$ cat src/hw/rtl/ppe_pkg.sv
// shared types and constants of the polygon prism extruder
// no dependencies; used by every module of the block by scoped name
package ppe_pkg;

	// coordinate and field widths
	localparam int COORD_WIDTH  = 16;
	localparam int HEIGHT_WIDTH = 16;
	localparam int SHADE_WIDTH  = 8;
	localparam int RING_WIDTH   = 5;
	localparam int CMD_WIDTH    = 2;

	// stream word widths, padded to whole bytes; cmd travels on tuser
	localparam int IN_BITS    = 2 * COORD_WIDTH;
	localparam int IN_DATA_W  = ((IN_BITS + 7) / 8) * 8;
	localparam int OUT_BITS   = 5 * COORD_WIDTH + HEIGHT_WIDTH + SHADE_WIDTH;
	localparam int OUT_DATA_W = ((OUT_BITS + 7) / 8) * 8;

	// configuration port
	localparam int APB_ADDR_W = 5;
	localparam int APB_DATA_W = 32;

	// ring size limits
	localparam int RING_MIN = 3;
	localparam int RING_MAX = 16;

	// edge job queue between front and back
	localparam int QUEUE_DEPTH = 4;
	localparam int QUEUE_PTR_W = $clog2(QUEUE_DEPTH);
	localparam int QUEUE_CNT_W = $clog2(QUEUE_DEPTH + 1);

	// vertex counter inside one edge
	localparam int VTX_IDX_W = 3;

	// unit normal in Q1.14
	localparam int ONE_Q14 = 16384;

	typedef logic signed [COORD_WIDTH-1:0] coord_t;

	typedef enum logic [CMD_WIDTH-1:0] {
		CMD_TOP    = 2'd0,
		CMD_BOTTOM = 2'd1,
		CMD_WALL   = 2'd2,
		CMD_SKIP   = 2'd3
	} cmd_t;

	// register indexes on the configuration port (word address)
	typedef enum logic [2:0] {
		REG_RING_POINTS  = 3'd0,
		REG_PRISM_HEIGHT = 3'd1,
		REG_TOP_GRAY     = 3'd2,
		REG_BOTTOM_GRAY  = 3'd3,
		REG_FRONT_GRAY   = 3'd4,
		REG_SIDE_GRAY    = 3'd5
	} reg_idx_t;

	// one accepted point: its edge from the previous point, and the wrap edge if it closes
	typedef struct packed {
		cmd_t   cmd;
		coord_t prev_x;
		coord_t prev_z;
		coord_t cur_x;
		coord_t cur_z;
		coord_t first_x;
		coord_t first_z;
		logic   wrap;
	} edge_job_t;

	// settings seen by the vertex generator
	typedef struct packed {
		logic [HEIGHT_WIDTH-1:0] height;
		logic [SHADE_WIDTH-1:0]  top_gray;
		logic [SHADE_WIDTH-1:0]  bottom_gray;
		logic [SHADE_WIDTH-1:0]  front_gray;
		logic [SHADE_WIDTH-1:0]  side_gray;
	} cfg_t;

endpackage

$ cat src/hw/rtl/polygon_prism_extruder_core.sv
// Polygon prism extruder top level: configuration registers, front end, job queue, back end.
// An edge job goes into the queue (4 points deep), then into the back-end edge registers, and its first
// vertex word leaves the output register. One vertex word per cycle unless m_tready is low or no job
// waits; but for a ring's first, a cap point makes 3 words, a wall point 6, a closing point twice that.
// Reset (arst_n, async): clears ring position, queue and output valid, restores register defaults.
// Depends on ppe_pkg, ppe_front, ppe_queue, ppe_back.
module polygon_prism_extruder_core (
	input  logic                               clk,
	input  logic                               arst_n,
	// input stream
	input  logic                               s_tvalid,
	output logic                               s_tready,
	input  logic [ppe_pkg::IN_DATA_W-1:0]      s_tdata,   // point_x, point_z
	input  logic [ppe_pkg::CMD_WIDTH-1:0]      s_tuser,   // cmd
	// output stream
	output logic                               m_tvalid,
	input  logic                               m_tready,
	output logic [ppe_pkg::OUT_DATA_W-1:0]     m_tdata,   // pos_x, pos_y, pos_z, norm_x, norm_y, norm_z, gray
	output logic                               m_tlast,
	// configuration port
	input  logic                               psel,
	input  logic                               penable,
	input  logic                               pwrite,
	input  logic [ppe_pkg::APB_ADDR_W-1:0]     paddr,
	input  logic [ppe_pkg::APB_DATA_W-1:0]     pwdata,
	output logic [ppe_pkg::APB_DATA_W-1:0]     prdata,
	output logic                               pready
);

	localparam int DW = ppe_pkg::APB_DATA_W;

	logic [ppe_pkg::RING_WIDTH-1:0]   ring_points_q;
	logic [ppe_pkg::HEIGHT_WIDTH-1:0] prism_height_q;
	logic [ppe_pkg::SHADE_WIDTH-1:0]  top_gray_q;
	logic [ppe_pkg::SHADE_WIDTH-1:0]  bottom_gray_q;
	logic [ppe_pkg::SHADE_WIDTH-1:0]  front_gray_q;
	logic [ppe_pkg::SHADE_WIDTH-1:0]  side_gray_q;
	ppe_pkg::reg_idx_t                reg_idx;
	logic                             reg_wr;
	ppe_pkg::cfg_t                    cfg;
	logic                             push;
	logic                             pop;
	logic                             q_full;
	logic                             head_valid;
	ppe_pkg::edge_job_t               job;
	ppe_pkg::edge_job_t               head;

	assign pready  = 1'b1;
	assign reg_idx = ppe_pkg::reg_idx_t'(paddr[4:2]);
	assign reg_wr  = psel && penable && pwrite && pready;

	// register writes
	always_ff @(posedge clk or negedge arst_n) begin
		if (!arst_n) begin
			ring_points_q  <= ppe_pkg::RING_WIDTH'(4);
			prism_height_q <= ppe_pkg::HEIGHT_WIDTH'(9830);
			top_gray_q     <= ppe_pkg::SHADE_WIDTH'(255);
			bottom_gray_q  <= ppe_pkg::SHADE_WIDTH'(64);
			front_gray_q   <= ppe_pkg::SHADE_WIDTH'(200);
			side_gray_q    <= ppe_pkg::SHADE_WIDTH'(128);
		end else if (reg_wr) begin
			unique case (reg_idx)
				ppe_pkg::REG_RING_POINTS:  ring_points_q  <= pwdata[ppe_pkg::RING_WIDTH-1:0];
				ppe_pkg::REG_PRISM_HEIGHT: prism_height_q <= pwdata[ppe_pkg::HEIGHT_WIDTH-1:0];
				ppe_pkg::REG_TOP_GRAY:     top_gray_q     <= pwdata[ppe_pkg::SHADE_WIDTH-1:0];
				ppe_pkg::REG_BOTTOM_GRAY:  bottom_gray_q  <= pwdata[ppe_pkg::SHADE_WIDTH-1:0];
				ppe_pkg::REG_FRONT_GRAY:   front_gray_q   <= pwdata[ppe_pkg::SHADE_WIDTH-1:0];
				ppe_pkg::REG_SIDE_GRAY:    side_gray_q    <= pwdata[ppe_pkg::SHADE_WIDTH-1:0];
				default: ;
			endcase
		end
	end

	// register read-back
	always_comb begin
		unique case (reg_idx)
			ppe_pkg::REG_RING_POINTS:  prdata = DW'(ring_points_q);
			ppe_pkg::REG_PRISM_HEIGHT: prdata = DW'(prism_height_q);
			ppe_pkg::REG_TOP_GRAY:     prdata = DW'(top_gray_q);
			ppe_pkg::REG_BOTTOM_GRAY:  prdata = DW'(bottom_gray_q);
			ppe_pkg::REG_FRONT_GRAY:   prdata = DW'(front_gray_q);
			ppe_pkg::REG_SIDE_GRAY:    prdata = DW'(side_gray_q);
			default:                   prdata = '0;
		endcase
	end

	always_comb begin
		cfg.height      = prism_height_q;
		cfg.top_gray    = top_gray_q;
		cfg.bottom_gray = bottom_gray_q;
		cfg.front_gray  = front_gray_q;
		cfg.side_gray   = side_gray_q;
	end

	ppe_front u_front (
		.clk         (clk),
		.arst_n      (arst_n),
		.s_tvalid    (s_tvalid),
		.s_tready    (s_tready),
		.s_tdata     (s_tdata),
		.s_tuser     (s_tuser),
		.ring_points (ring_points_q),
		.q_full      (q_full),
		.push        (push),
		.job         (job)
	);

	ppe_queue u_queue (
		.clk        (clk),
		.arst_n     (arst_n),
		.push       (push),
		.job_in     (job),
		.pop        (pop),
		.head       (head),
		.head_valid (head_valid),
		.full       (q_full)
	);

	ppe_back u_back (
		.clk        (clk),
		.arst_n     (arst_n),
		.cfg        (cfg),
		.head       (head),
		.head_valid (head_valid),
		.pop        (pop),
		.m_tvalid   (m_tvalid),
		.m_tready   (m_tready),
		.m_tdata    (m_tdata),
		.m_tlast    (m_tlast)
	);

endmodule

$ cat src/hw/rtl/ppe_front.sv
// front end: accepts ring points, tracks first/previous point and ring position
// depends on ppe_pkg; feeds edge jobs to ppe_queue
module ppe_front (
	input  logic                              clk,
	input  logic                              arst_n,
	input  logic                              s_tvalid,
	output logic                              s_tready,
	input  logic [ppe_pkg::IN_DATA_W-1:0]     s_tdata,   // point_x, point_z
	input  logic [ppe_pkg::CMD_WIDTH-1:0]     s_tuser,   // cmd
	input  logic [ppe_pkg::RING_WIDTH-1:0]    ring_points,
	input  logic                              q_full,
	output logic                              push,
	output ppe_pkg::edge_job_t                job
);

	ppe_pkg::cmd_t                   cmd;
	ppe_pkg::coord_t                 pt_x;
	ppe_pkg::coord_t                 pt_z;
	logic                            accept;
	logic                            live;
	logic                            closes;
	logic [ppe_pkg::RING_WIDTH-1:0]  ring_n;
	logic [ppe_pkg::RING_WIDTH-1:0]  count_q;
	ppe_pkg::coord_t                 first_x_q;
	ppe_pkg::coord_t                 first_z_q;
	ppe_pkg::coord_t                 prev_x_q;
	ppe_pkg::coord_t                 prev_z_q;

	// unpack the input word
	assign cmd  = ppe_pkg::cmd_t'(s_tuser);
	assign pt_x = s_tdata[0 +: ppe_pkg::COORD_WIDTH];
	assign pt_z = s_tdata[ppe_pkg::COORD_WIDTH +: ppe_pkg::COORD_WIDTH];

	assign s_tready = !q_full;
	assign accept   = s_tvalid && s_tready;
	assign live     = accept && (cmd != ppe_pkg::CMD_SKIP);

	// clamp ring size to the supported range
	always_comb begin
		if (ring_points < ppe_pkg::RING_WIDTH'(ppe_pkg::RING_MIN)) begin
			ring_n = ppe_pkg::RING_WIDTH'(ppe_pkg::RING_MIN);
		end else if (ring_points > ppe_pkg::RING_WIDTH'(ppe_pkg::RING_MAX)) begin
			ring_n = ppe_pkg::RING_WIDTH'(ppe_pkg::RING_MAX);
		end else begin
			ring_n = ring_points;
		end
	end

	assign closes = count_q >= (ring_n - ppe_pkg::RING_WIDTH'(1));

	// every point but the first of a ring makes at least one edge
	assign push = live && (count_q != '0);

	always_comb begin
		job.cmd     = cmd;
		job.prev_x  = prev_x_q;
		job.prev_z  = prev_z_q;
		job.cur_x   = pt_x;
		job.cur_z   = pt_z;
		job.first_x = first_x_q;
		job.first_z = first_z_q;
		job.wrap    = closes;
	end

	// ring position and counter
	always_ff @(posedge clk or negedge arst_n) begin
		if (!arst_n) begin
			count_q <= '0;
		end else if (live) begin
			if (closes) begin
				count_q <= '0;
			end else begin
				count_q <= count_q + ppe_pkg::RING_WIDTH'(1);
			end
		end
	end

	// first and previous point
	always_ff @(posedge clk or negedge arst_n) begin
		if (!arst_n) begin
			first_x_q <= '0;
			first_z_q <= '0;
			prev_x_q  <= '0;
			prev_z_q  <= '0;
		end else if (live) begin
			if (count_q == '0) begin
				first_x_q <= pt_x;
				first_z_q <= pt_z;
			end
			prev_x_q <= pt_x;
			prev_z_q <= pt_z;
		end
	end

endmodule

$ cat src/hw/rtl/ppe_queue.sv
// short queue of edge jobs between the front end and the vertex generator
// depends on ppe_pkg
module ppe_queue (
	input  logic               clk,
	input  logic               arst_n,
	input  logic               push,
	input  ppe_pkg::edge_job_t job_in,
	input  logic               pop,
	output ppe_pkg::edge_job_t head,
	output logic               head_valid,
	output logic               full
);

	ppe_pkg::edge_job_t               mem_q [ppe_pkg::QUEUE_DEPTH];
	logic [ppe_pkg::QUEUE_PTR_W-1:0]  wr_ptr_q;
	logic [ppe_pkg::QUEUE_PTR_W-1:0]  rd_ptr_q;
	logic [ppe_pkg::QUEUE_CNT_W-1:0]  cnt_q;

	assign head       = mem_q[rd_ptr_q];
	assign head_valid = cnt_q != '0;
	assign full       = cnt_q == ppe_pkg::QUEUE_CNT_W'(ppe_pkg::QUEUE_DEPTH);

	// entry storage
	always_ff @(posedge clk) begin
		if (push) begin
			mem_q[wr_ptr_q] <= job_in;
		end
	end

	// pointers and fill count
	always_ff @(posedge clk or negedge arst_n) begin
		if (!arst_n) begin
			wr_ptr_q <= '0;
			rd_ptr_q <= '0;
			cnt_q    <= '0;
		end else begin
			if (push) begin
				wr_ptr_q <= wr_ptr_q + ppe_pkg::QUEUE_PTR_W'(1);
			end
			if (pop) begin
				rd_ptr_q <= rd_ptr_q + ppe_pkg::QUEUE_PTR_W'(1);
			end
			if (push && !pop) begin
				cnt_q <= cnt_q + ppe_pkg::QUEUE_CNT_W'(1);
			end else if (pop && !push) begin
				cnt_q <= cnt_q - ppe_pkg::QUEUE_CNT_W'(1);
			end
		end
	end

endmodule

$ cat src/hw/rtl/ppe_back.sv
// back end: turns edge jobs into cap or wall vertices, one vertex word per cycle
// unless m_tready is low or no edge waits; depends on ppe_pkg; reads jobs from ppe_queue
module ppe_back (
	input  logic                              clk,
	input  logic                              arst_n,
	input  ppe_pkg::cfg_t                     cfg,
	input  ppe_pkg::edge_job_t                head,
	input  logic                              head_valid,
	output logic                              pop,
	output logic                              m_tvalid,
	input  logic                              m_tready,
	output logic [ppe_pkg::OUT_DATA_W-1:0]    m_tdata,   // pos_x, pos_y, pos_z, norm_x, norm_y, norm_z, gray
	output logic                              m_tlast
);

	localparam int CW  = ppe_pkg::COORD_WIDTH;
	localparam int PW  = 2 * CW;
	localparam logic [ppe_pkg::VTX_IDX_W-1:0] VTX_LAST_CAP  = ppe_pkg::VTX_IDX_W'(2);
	localparam logic [ppe_pkg::VTX_IDX_W-1:0] VTX_LAST_WALL = ppe_pkg::VTX_IDX_W'(5);
	localparam ppe_pkg::coord_t NORM_UP   = CW'(ppe_pkg::ONE_Q14);
	localparam ppe_pkg::coord_t NORM_DOWN = -NORM_UP;

	// edge under work
	logic                             busy_q;
	logic                             wrap_pending_q;
	logic                             last_edge_q;
	ppe_pkg::cmd_t                    cmd_q;
	logic [ppe_pkg::VTX_IDX_W-1:0]    idx_q;
	ppe_pkg::coord_t                  ax_q, az_q, bx_q, bz_q;
	ppe_pkg::coord_t                  mx_q, mz_q;
	logic                             front_q;
	logic signed [PW-1:0]             p1_q, p2_q;
	ppe_pkg::coord_t                  hold_x_q, hold_z_q, hold_fx_q, hold_fz_q;
	ppe_pkg::cmd_t                    hold_cmd_q;

	// output register
	logic                             m_valid_q;
	logic                             m_last_q;
	ppe_pkg::coord_t                  o_px_q, o_pz_q, o_nx_q, o_ny_q, o_nz_q;
	logic [ppe_pkg::HEIGHT_WIDTH-1:0] o_py_q;
	logic [ppe_pkg::SHADE_WIDTH-1:0]  o_gray_q;

	logic                             fire;
	logic                             at_end;
	logic                             take;
	logic                             from_wrap;
	logic                             from_queue;
	logic [ppe_pkg::VTX_IDX_W-1:0]    final_idx;
	ppe_pkg::cmd_t                    src_cmd;
	ppe_pkg::coord_t                  src_ax, src_az, src_bx, src_bz;
	logic                             src_last;
	logic signed [CW:0]               sum_x, sum_z;
	logic                             pos, nonneg;
	logic                             sel_b, sel_c, high;
	ppe_pkg::coord_t                  v_px, v_pz, v_nx, v_ny, v_nz;
	logic [ppe_pkg::HEIGHT_WIDTH-1:0] v_py;
	logic [ppe_pkg::SHADE_WIDTH-1:0]  v_gray;

	// handshake and sequencing
	assign final_idx  = (cmd_q == ppe_pkg::CMD_WALL) ? VTX_LAST_WALL : VTX_LAST_CAP;
	assign fire       = busy_q && (!m_valid_q || m_tready);
	assign at_end     = fire && (idx_q == final_idx);
	assign take       = !busy_q || at_end;
	assign from_wrap  = take && wrap_pending_q;
	assign from_queue = take && !wrap_pending_q && head_valid;
	assign pop        = from_queue;

	// next edge: wrap edge of the held point, else the main edge at the queue head
	always_comb begin
		if (wrap_pending_q) begin
			src_cmd  = hold_cmd_q;
			src_ax   = hold_x_q;
			src_az   = hold_z_q;
			src_bx   = hold_fx_q;
			src_bz   = hold_fz_q;
			src_last = 1'b1;
		end else begin
			src_cmd  = head.cmd;
			src_ax   = head.prev_x;
			src_az   = head.prev_z;
			src_bx   = head.cur_x;
			src_bz   = head.cur_z;
			src_last = !head.wrap;
		end
	end

	assign sum_x = {src_ax[CW-1], src_ax} + {src_bx[CW-1], src_bx};
	assign sum_z = {src_az[CW-1], src_az} + {src_bz[CW-1], src_bz};

	// edge load: operands, cross products and midpoint normal
	always_ff @(posedge clk) begin
		if (from_wrap || from_queue) begin
			cmd_q       <= src_cmd;
			ax_q        <= src_ax;
			az_q        <= src_az;
			bx_q        <= src_bx;
			bz_q        <= src_bz;
			last_edge_q <= src_last;
			p1_q        <= src_ax * src_bz;
			p2_q        <= src_az * src_bx;
			mx_q        <= sum_x[CW:1];
			mz_q        <= sum_z[CW:1];
			front_q     <= sum_z[CW];
		end
		if (from_queue) begin
			hold_cmd_q <= head.cmd;
			hold_x_q   <= head.cur_x;
			hold_z_q   <= head.cur_z;
			hold_fx_q  <= head.first_x;
			hold_fz_q  <= head.first_z;
		end
	end

	// control of the edge sequencer
	always_ff @(posedge clk or negedge arst_n) begin
		if (!arst_n) begin
			busy_q         <= 1'b0;
			wrap_pending_q <= 1'b0;
			idx_q          <= '0;
		end else begin
			if (take) begin
				busy_q <= from_wrap || from_queue;
			end
			if (from_queue) begin
				wrap_pending_q <= head.wrap;
			end else if (from_wrap) begin
				wrap_pending_q <= 1'b0;
			end
			if (take) begin
				idx_q <= '0;
			end else if (fire) begin
				idx_q <= idx_q + ppe_pkg::VTX_IDX_W'(1);
			end
		end
	end

	// winding from the cross product
	assign pos    = p1_q > p2_q;
	assign nonneg = p1_q >= p2_q;

	// vertex decoder: center, a or b, and top or bottom height
	always_comb begin
		sel_b = 1'b0;
		sel_c = 1'b0;
		high  = 1'b0;
		unique case (cmd_q)
			ppe_pkg::CMD_TOP: begin
				high = 1'b1;
				case (idx_q)
					3'd0:    sel_c = 1'b1;
					3'd1:    sel_b = pos;
					default: sel_b = !pos;
				endcase
			end
			ppe_pkg::CMD_BOTTOM: begin
				case (idx_q)
					3'd0:    sel_c = 1'b1;
					3'd1:    sel_b = !pos;
					default: sel_b = pos;
				endcase
			end
			ppe_pkg::CMD_WALL: begin
				if (nonneg) begin
					case (idx_q) inside
						3'd1:       high = 1'b1;
						3'd2, 3'd4: begin
							high  = 1'b1;
							sel_b = 1'b1;
						end
						3'd5:       sel_b = 1'b1;
						default:    sel_b = 1'b0;
					endcase
				end else begin
					case (idx_q) inside
						3'd1, 3'd5: begin
							high  = 1'b1;
							sel_b = 1'b1;
						end
						3'd2:       high = 1'b1;
						3'd4:       sel_b = 1'b1;
						default:    sel_b = 1'b0;
					endcase
				end
			end
			default: sel_c = 1'b1;
		endcase
	end

	// vertex fields
	always_comb begin
		if (sel_c) begin
			v_px = '0;
			v_pz = '0;
		end else if (sel_b) begin
			v_px = bx_q;
			v_pz = bz_q;
		end else begin
			v_px = ax_q;
			v_pz = az_q;
		end
		v_py = high ? cfg.height : '0;
		unique case (cmd_q)
			ppe_pkg::CMD_TOP: begin
				v_nx   = '0;
				v_ny   = NORM_UP;
				v_nz   = '0;
				v_gray = cfg.top_gray;
			end
			ppe_pkg::CMD_BOTTOM: begin
				v_nx   = '0;
				v_ny   = NORM_DOWN;
				v_nz   = '0;
				v_gray = cfg.bottom_gray;
			end
			default: begin
				v_nx   = mx_q;
				v_ny   = '0;
				v_nz   = mz_q;
				v_gray = front_q ? cfg.front_gray : cfg.side_gray;
			end
		endcase
	end

	// output register valid
	always_ff @(posedge clk or negedge arst_n) begin
		if (!arst_n) begin
			m_valid_q <= 1'b0;
		end else if (fire) begin
			m_valid_q <= 1'b1;
		end else if (m_tready) begin
			m_valid_q <= 1'b0;
		end
	end

	// output register payload
	always_ff @(posedge clk) begin
		if (fire) begin
			o_px_q   <= v_px;
			o_py_q   <= v_py;
			o_pz_q   <= v_pz;
			o_nx_q   <= v_nx;
			o_ny_q   <= v_ny;
			o_nz_q   <= v_nz;
			o_gray_q <= v_gray;
			m_last_q <= last_edge_q && (idx_q == final_idx);
		end
	end

	assign m_tvalid = m_valid_q;
	assign m_tlast  = m_last_q;
	assign m_tdata  = ppe_pkg::OUT_DATA_W'({o_gray_q, o_nz_q, o_ny_q, o_nx_q,
		o_pz_q, o_py_q, o_px_q});

`ifndef NO_ASSERTIONS
	a_wrap_needs_busy: assert property (@(posedge clk) disable iff (!arst_n)
		wrap_pending_q |-> busy_q)
		else $error("wrap edge pending while sequencer idle");

	a_idx_in_range: assert property (@(posedge clk) disable iff (!arst_n)
		busy_q |-> idx_q <= final_idx)
		else $error("vertex index beyond end of edge");

	a_wrap_not_last: assert property (@(posedge clk) disable iff (!arst_n)
		wrap_pending_q |-> !last_edge_q)
		else $error("main edge marked last while wrap edge follows");
`endif

endmodule

$ cat config.mk
export PLATFORM = sky130hd
export DESIGN_NAME = polygon_prism_extruder_core
export DESIGN_NICKNAME = d
export VERILOG_FILES = /design/src/hw/rtl/ppe_pkg.sv /design/src/hw/rtl/polygon_prism_extruder_core.sv /design/src/hw/rtl/ppe_front.sv /design/src/hw/rtl/ppe_queue.sv /design/src/hw/rtl/ppe_back.sv
export SDC_FILE = /design/constraint.sdc
export NUM_CORES = 2
export LEC_CHECK = 0
export ABC_AREA = 1
export ABC_CLOCK_PERIOD_IN_PS = 14300
export BUFFER_PORTS_ARGS = -buffer_cell sky130_fd_sc_hd__buf_2
export CAP_MARGIN = 20
export CORE_UTILIZATION = 35
export CTS_CLUSTER_DIAMETER = 30
export CTS_CLUSTER_SIZE = 20
export DETAILED_ROUTE_END_ITERATION = 7
export MAX_ROUTING_LAYER = met4
export SYNTH_ARGS = -nofsm -noshare
export SYNTH_HDL_FRONTEND = slang
export SYNTH_HIERARCHICAL = 1
export SYNTH_SLANG_ARGS = --single-unit
export TNS_END_PERCENT = 1
$ cat constraint.sdc
create_clock -name clk -period 14.3 [get_ports clk]
set_clock_uncertainty 0.1 [all_clocks]
set_input_delay 1.43 -clock clk [delete_from_list [all_inputs] [get_ports clk]]
set_output_delay 1.43 -clock clk [all_outputs]
set_load 0.01 [all_outputs]
Word-level counts from Yosys, hierarchy flattened
Memories as Yosys holds them, arrays and structs flattened.
Cells that the tools add are included.

word-level totals
  memories kept = 1
  memory bits (read-only) = 0
  bits in latches = 0
  flip-flop bits (word level) = 470
  output and inout port bits = 140
  memory bits (writable) = 396

cells by class
  equal/unequal tests = 14
  div/mod/pow operators = 0
  add/sub/neg operators = 9
  muxes and demuxes = 43
  $mul = 2
  order comparisons = 5
  bitwise logic cells = 0
  shift-type cells = 0
  reduce and logical (&&, ||, !) cells = 44

memories
  name           depth  width  rd ports  clocked after memory_dff  write ports  line             source
  u_queue.mem_q  4      99     1         0                         1            ppe_queue.sv:14  ppe_pkg::edge_job_t mem_q [ppe_pkg::QUEUE_DEPTH];

operator list
  cell                   count
  $mux W16               6
  $pmux W16 S6           1
  $mul A16 B16 Y32       2
  $add A16 B16 Y17       2
  $ge A32 B32 Y1         1
  $gt A32 B32 Y1         1
  $pmux W16 S2           1
  $mux W1                19
  $pmux W8 S2            1
  $eq A3 B3 Y1 const B   5
  $mux W3                5
  $mux W5                3
  $reduce_and A2 Y1      7
  $logic_and A1 B1 Y1    13
  $eq A3 B2 Y1 const B   3
  $logic_not A1 Y1       8
  $mux W8                1
  $pmux W1 S2            4
  $reduce_bool A2 Y1     4
  $add A3 B1 Y3 const B  2
  $eq A3 B1 Y1 const B   2
  $logic_not A3 Y1       2
  $reduce_or A2 Y1       3
  $add A5 B1 Y5 const B  1
  other kinds (17)       20

Longest topological paths before layout
  depth after elaboration = 10
  gate-level depth with buffers = 33

Hierarchy
The synthesis kept the hierarchy.

modules (own cells, without submodules)
  module                       area each (µm²)  instances  cells each
  ppe_back                     33,756.1         1          3,488
  ppe_queue                    15,987.8         1          1,203
  ppe_front                    3,325.7          1          353
  polygon_prism_extruder_core  2,844.0          1          367

Worst setup path after synthesis
No wires, ideal clock.

  path type = input port to flip-flop
  from = in m_tready
  to = reg u_back.wrap_pending_q
  buffers on the path = 0
  slack = 3.708 ns
  stages = 5
  required time = 13.705 ns
  arrival time = 9.997 ns
  cells stage by stage = nor2_1 o21ai_0 inv_1 a21oi_1 o21ai_0

between the ends
  cells in the longest elaborated chain, start to end = 7
  elaborated cells between the ends (all ways) = 9
  classes of those cells = 1 x mux; 8 x reduce/logical

ends and longest elaborated chain
  item                                                  line                               source
  from (decl)                                           polygon_prism_extruder_core.sv:17  input logic m_tready,
  $logic_or A1 B1 Y1 (*)                                ppe_back.sv:61                     assign fire = busy_q && (!m_valid_q || m_tready);
  $logic_and A1 B1 Y1 (*)                               ppe_back.sv:61
  $logic_and A1 B1 Y1 (*)                               ppe_back.sv:62                     assign at_end = fire && (idx_q == final_idx);
  $logic_or A1 B1 Y1 (*)                                ppe_back.sv:63                     assign take = !busy_q || at_end;
  $logic_and A1 B1 Y1 (2 in a row)                      ppe_back.sv:65                     assign from_queue = take && !wrap_pending_q && head_valid;
  $mux W1 / $reduce_bool A2 Y1 (equally long branches)  n/a
  to (signal assigned)                                  ppe_back.sv:125                    wrap_pending_q <= head.wrap;
  to (decl)                                             ppe_back.sv:25                     logic wrap_pending_q;

Every way passes the cells marked *; elsewhere a longest branch is shown, timed or not.
A chain may end at the register's enable or synchronous reset.

==> results.sh <==
export IMPL_setup_viol_count_final=0
export IMPL_design_portCount=218
export IMPL_ys_warnings_count=6
export IMPL_worstSkewPairLatency_ns=0.82
export IMPL_drive_gt1_share_pct=12.66
export IMPL_synth_largest_type_area_fraction_pct=38.45
export IMPL_max_stage_delay_ns=0.81
export IMPL_grt_total_usage_pct=18.59
export IMPL_min_path_cells=2
export IMPL_grt_start_max_net_pins=201
export IMPL_final_cell_area_mm2=0.06533
export IMPL_coreArea_mm2=0.1586
export IMPL_rsz0062_at_grt="no"
export IMPL_grt_antenna_before_repair=12
export IMPL_timing_hold_violations_final=0
export IMPL_post_drt_via_cell_ratio=4.729
export IMPL_critical_path_arrival_ns=9.84
export IMPL_layout_cells_most_common="sky130_fd_sc_hd__inv_1"
export IMPL_cts_tree="done"
export IMPL_cp_max_fo=74
export IMPL_first_pass_grt_wire_length_mm=224.2
export IMPL_timing_worst_setup_path_type="flop to flop"
export IMPL_totalWireLength_mm=141.4
export IMPL_rows=146
export IMPL_initialDrtViolationCount=2765
export IMPL_die_height_um=401.7
export IMPL_postSynthAreaPerCell_um2=10.33
export IMPL_reg2regPathDepth=25
export IMPL_cell_area_after_synthesis_mm2=0.05591
export IMPL_wl_per_cell_um=17.95
export IMPL_drt_drc_violations_left=0
export IMPL_synth_top_family_by_area="adder cells"
export IMPL_synth_seq_area_share_pct=44.54
export IMPL_biggestRegsByFlops="u_queue/mem_q: 396 flops, u_back/p1_q: 32 flops, u_back/p2_q: 32 flops"
export IMPL_initial_utilization_pct=35.26
export IMPL_cts_inserted_buffers=179
export IMPL_synthMuxAreaShare_pct=0
export IMPL_die_area_mm2=0.1614
export IMPL_cp_dominant_cell_by_count="sky130_fd_sc_hd__fa_1"
export IMPL_layout_nets=6483
export IMPL_drtPass1Iterations=6
export IMPL_largest_register_ffs=396
export IMPL_post_synth_and_or_nand_nor_area_fraction_pct=12.37
export IMPL_timing_final_max_slew_violations=0
export IMPL_area_growth_pct=16.83
export IMPL_tns_ns=0
export IMPL_hpwlAfterDp_mm=101.1
export IMPL_n_fill_cell=15050
export IMPL_cpMaxStageDelayCell="sky130_fd_sc_hd__dfrtp_4"
export IMPL_cts_sinks=851
export IMPL_cts_resized=0
export IMPL_synth_top_cells_by_area="sky130_fd_sc_hd__edfxtp_1, sky130_fd_sc_hd__fa_1, sky130_fd_sc_hd__inv_1"
export IMPL_cts_hold_buffers_added=0
export IMPL_post_dp_cell_area_mm2=0.05876
export IMPL_synth_seq_cells=851
export IMPL_via_count_of_the_first_global_routing_pass=38720
export IMPL_status="complete, no violations"
export IMPL_start_kind="flop"
export IMPL_synthesized_area_fraction_occupied_by_adder_cells_pct=24.33
export IMPL_clock_path_buffers=3
export IMPL_routed_via_count=37240
export IMPL_globalplace_congestion=0.9272
export IMPL_postSynthCellCount=5411
export IMPL_worst_endpoint_required_ns=14.69
export IMPL_gr_total_overflow=0
export IMPL_critPathCaptureType="flop"
export IMPL_ys_dominant_reg_cell="sky130_fd_sc_hd__edfxtp_1"
export IMPL_clock_root_buffer="sky130_fd_sc_hd__clkbuf_16"
export IMPL_min_period_ns=9.442
export IMPL_hold_worst_slack_ns=0.3699
export IMPL_yosysTopAreaCell="sky130_fd_sc_hd__edfxtp_1"
export IMPL_max_slew_margin_rel_pct=30.98
export IMPL_synth_edf_count=716
export IMPL_count_of_buffers_added_by_post_cts_timing_repair_for_setup=0
export IMPL_cap_violations=0
export IMPL_path_type_of_the_worst_min_delay_path="flop to flop"
export IMPL_fin_crit_sh_pct=66.02
export IMPL_io_port_bufs=168
export IMPL_ff2ff_setup_slack_ns=4.86
export IMPL_clk_slew_on_worst_s_h_paths_ns=0.05
export IMPL_die_w_um=401.7
export IMPL_postRouteAntennaNets=0
export IMPL_max_flop_register="u_queue/mem_q"
export IMPL_synthesized_area_fraction_occupied_by_ao_oa_aoi_and_oai_cells_pct=7.018
export IMPL_timing_worst_slew_pin_value_ns=1.035
export IMPL_layout_cells_most_common_list="sky130_fd_sc_hd__inv_1, sky130_fd_sc_hd__nand2_1, sky130_fd_sc_hd__edfxtp_1, sky130_fd_sc_hd__fa_1, sky130_fd_sc_hd__nor2_1"
export IMPL_synth_distinct_cells=51
export IMPL_synth_async_sr_flop_share_pct=15.86
export IMPL_clock_tree_htree_level_count=4
export IMPL_post_synthesis_xor_xnor_area_fraction_pct=1.754
export IMPL_max_clock_freq_mhz=105.9
-- worst max-delay path: cells and delay by family, from the launching register on --
family / cells / cell delay (ns)
adder cells (fa/ha/maj): 7 / 3.44
buffers and inverters: 7 / 2.26
AO/OA/AOI/OAI: 6 / 1.63
flip-flops: 1 / 0.81
AND/OR/NAND/NOR: 4 / 0.64
XOR/XNOR: 1 / 0.16
-- final timing paths --
kind / end / startpoint
worst min register to register: prism_height_q[9]$_DFFE_PN1P_ / prism_height_q[9]$_DFFE_PN1P_
worst max-delay path: u_back/p2_q[21]$_DFFE_PP_ / u_queue/rd_ptr_q[0]$_DFFE_PN0P_
worst max register to register: u_back/p2_q[21]$_DFFE_PP_ / u_queue/rd_ptr_q[0]$_DFFE_PN0P_
max in group asynchronous: u_queue/rd_ptr_q[1]$_DFFE_PN0P_ / arst_n
worst min-delay path: prism_height_q[9]$_DFFE_PN1P_ / prism_height_q[9]$_DFFE_PN1P_
min in group asynchronous: prism_height_q[7]$_DFFE_PN0P_ / arst_n
-- cells in the mapped netlist (48+ instances only) --
cell type / count
sky130_fd_sc_hd__ha_1: 244
sky130_fd_sc_hd__clkbuf_1: 63
sky130_fd_sc_hd__a21oi_1: 106
sky130_fd_sc_hd__buf_4: 73
sky130_fd_sc_hd__o21ai_0: 153
sky130_fd_sc_hd__dfrtp_1: 114
sky130_fd_sc_hd__or2_2: 62
sky130_fd_sc_hd__buf_2: 64
sky130_fd_sc_hd__o21ai_2: 55
sky130_fd_sc_hd__fa_1: 527
sky130_fd_sc_hd__inv_1: 1083
sky130_fd_sc_hd__nand2_1: 1031
sky130_fd_sc_hd__nand3_1: 64
sky130_fd_sc_hd__o211ai_1: 209
sky130_fd_sc_hd__xor2_1: 64
sky130_fd_sc_hd__nor2_1: 493
sky130_fd_sc_hd__xnor2_1: 48
sky130_fd_sc_hd__edfxtp_1: 716
-- cells by family after synthesis --
family | after synthesis
other | 3
AO/OA/AOI/OAI | 610
AND/OR/NAND/NOR | 1715
XOR/XNOR | 112
buffers and inverters | 1349
flip-flops | 851
adder cells (fa/ha/maj) | 771
-- layer usage --
layer,vias up,GRT usage [%],share of wire [%]
li1,17560,-,-
met4,0,6.433,3.0
met5,-,-,0
met1,18310,24.08,44
met3,266,3.839,7.1
met2,1101,28.94,46
-- metrics by stage --
stage | std cells | util (%) | setup slack, ns
2_1_floorplan | 5439 | - | 3.708
3_3_place_gp | 7522 | 37.05 | 5.010
3_5_place_dp | 7523 | 37.06 | 5.013
4_1_cts | 7862 | 41.16 | 4.910
5_1_grt | 7874 | 41.20 | 4.315
6_report | 7875 | 41.20 | 4.858
-- cell type report --
class	count	area [um^2]	area share, %
clock buffer	219	4740	7.255
inverter	1114	4198	6.426
timing repair buffer	249	1510	2.312
antenna	11	27.53	0.04214
tap	2072	2592	3.969
multi-input combinational	3239	25580	39.16
clock inverter	120	1760	2.695
sequential	851	24910	38.14
Power is not shown: default switching activity piles up to over one toggle a cycle in this logic, so the estimate is an artifact.
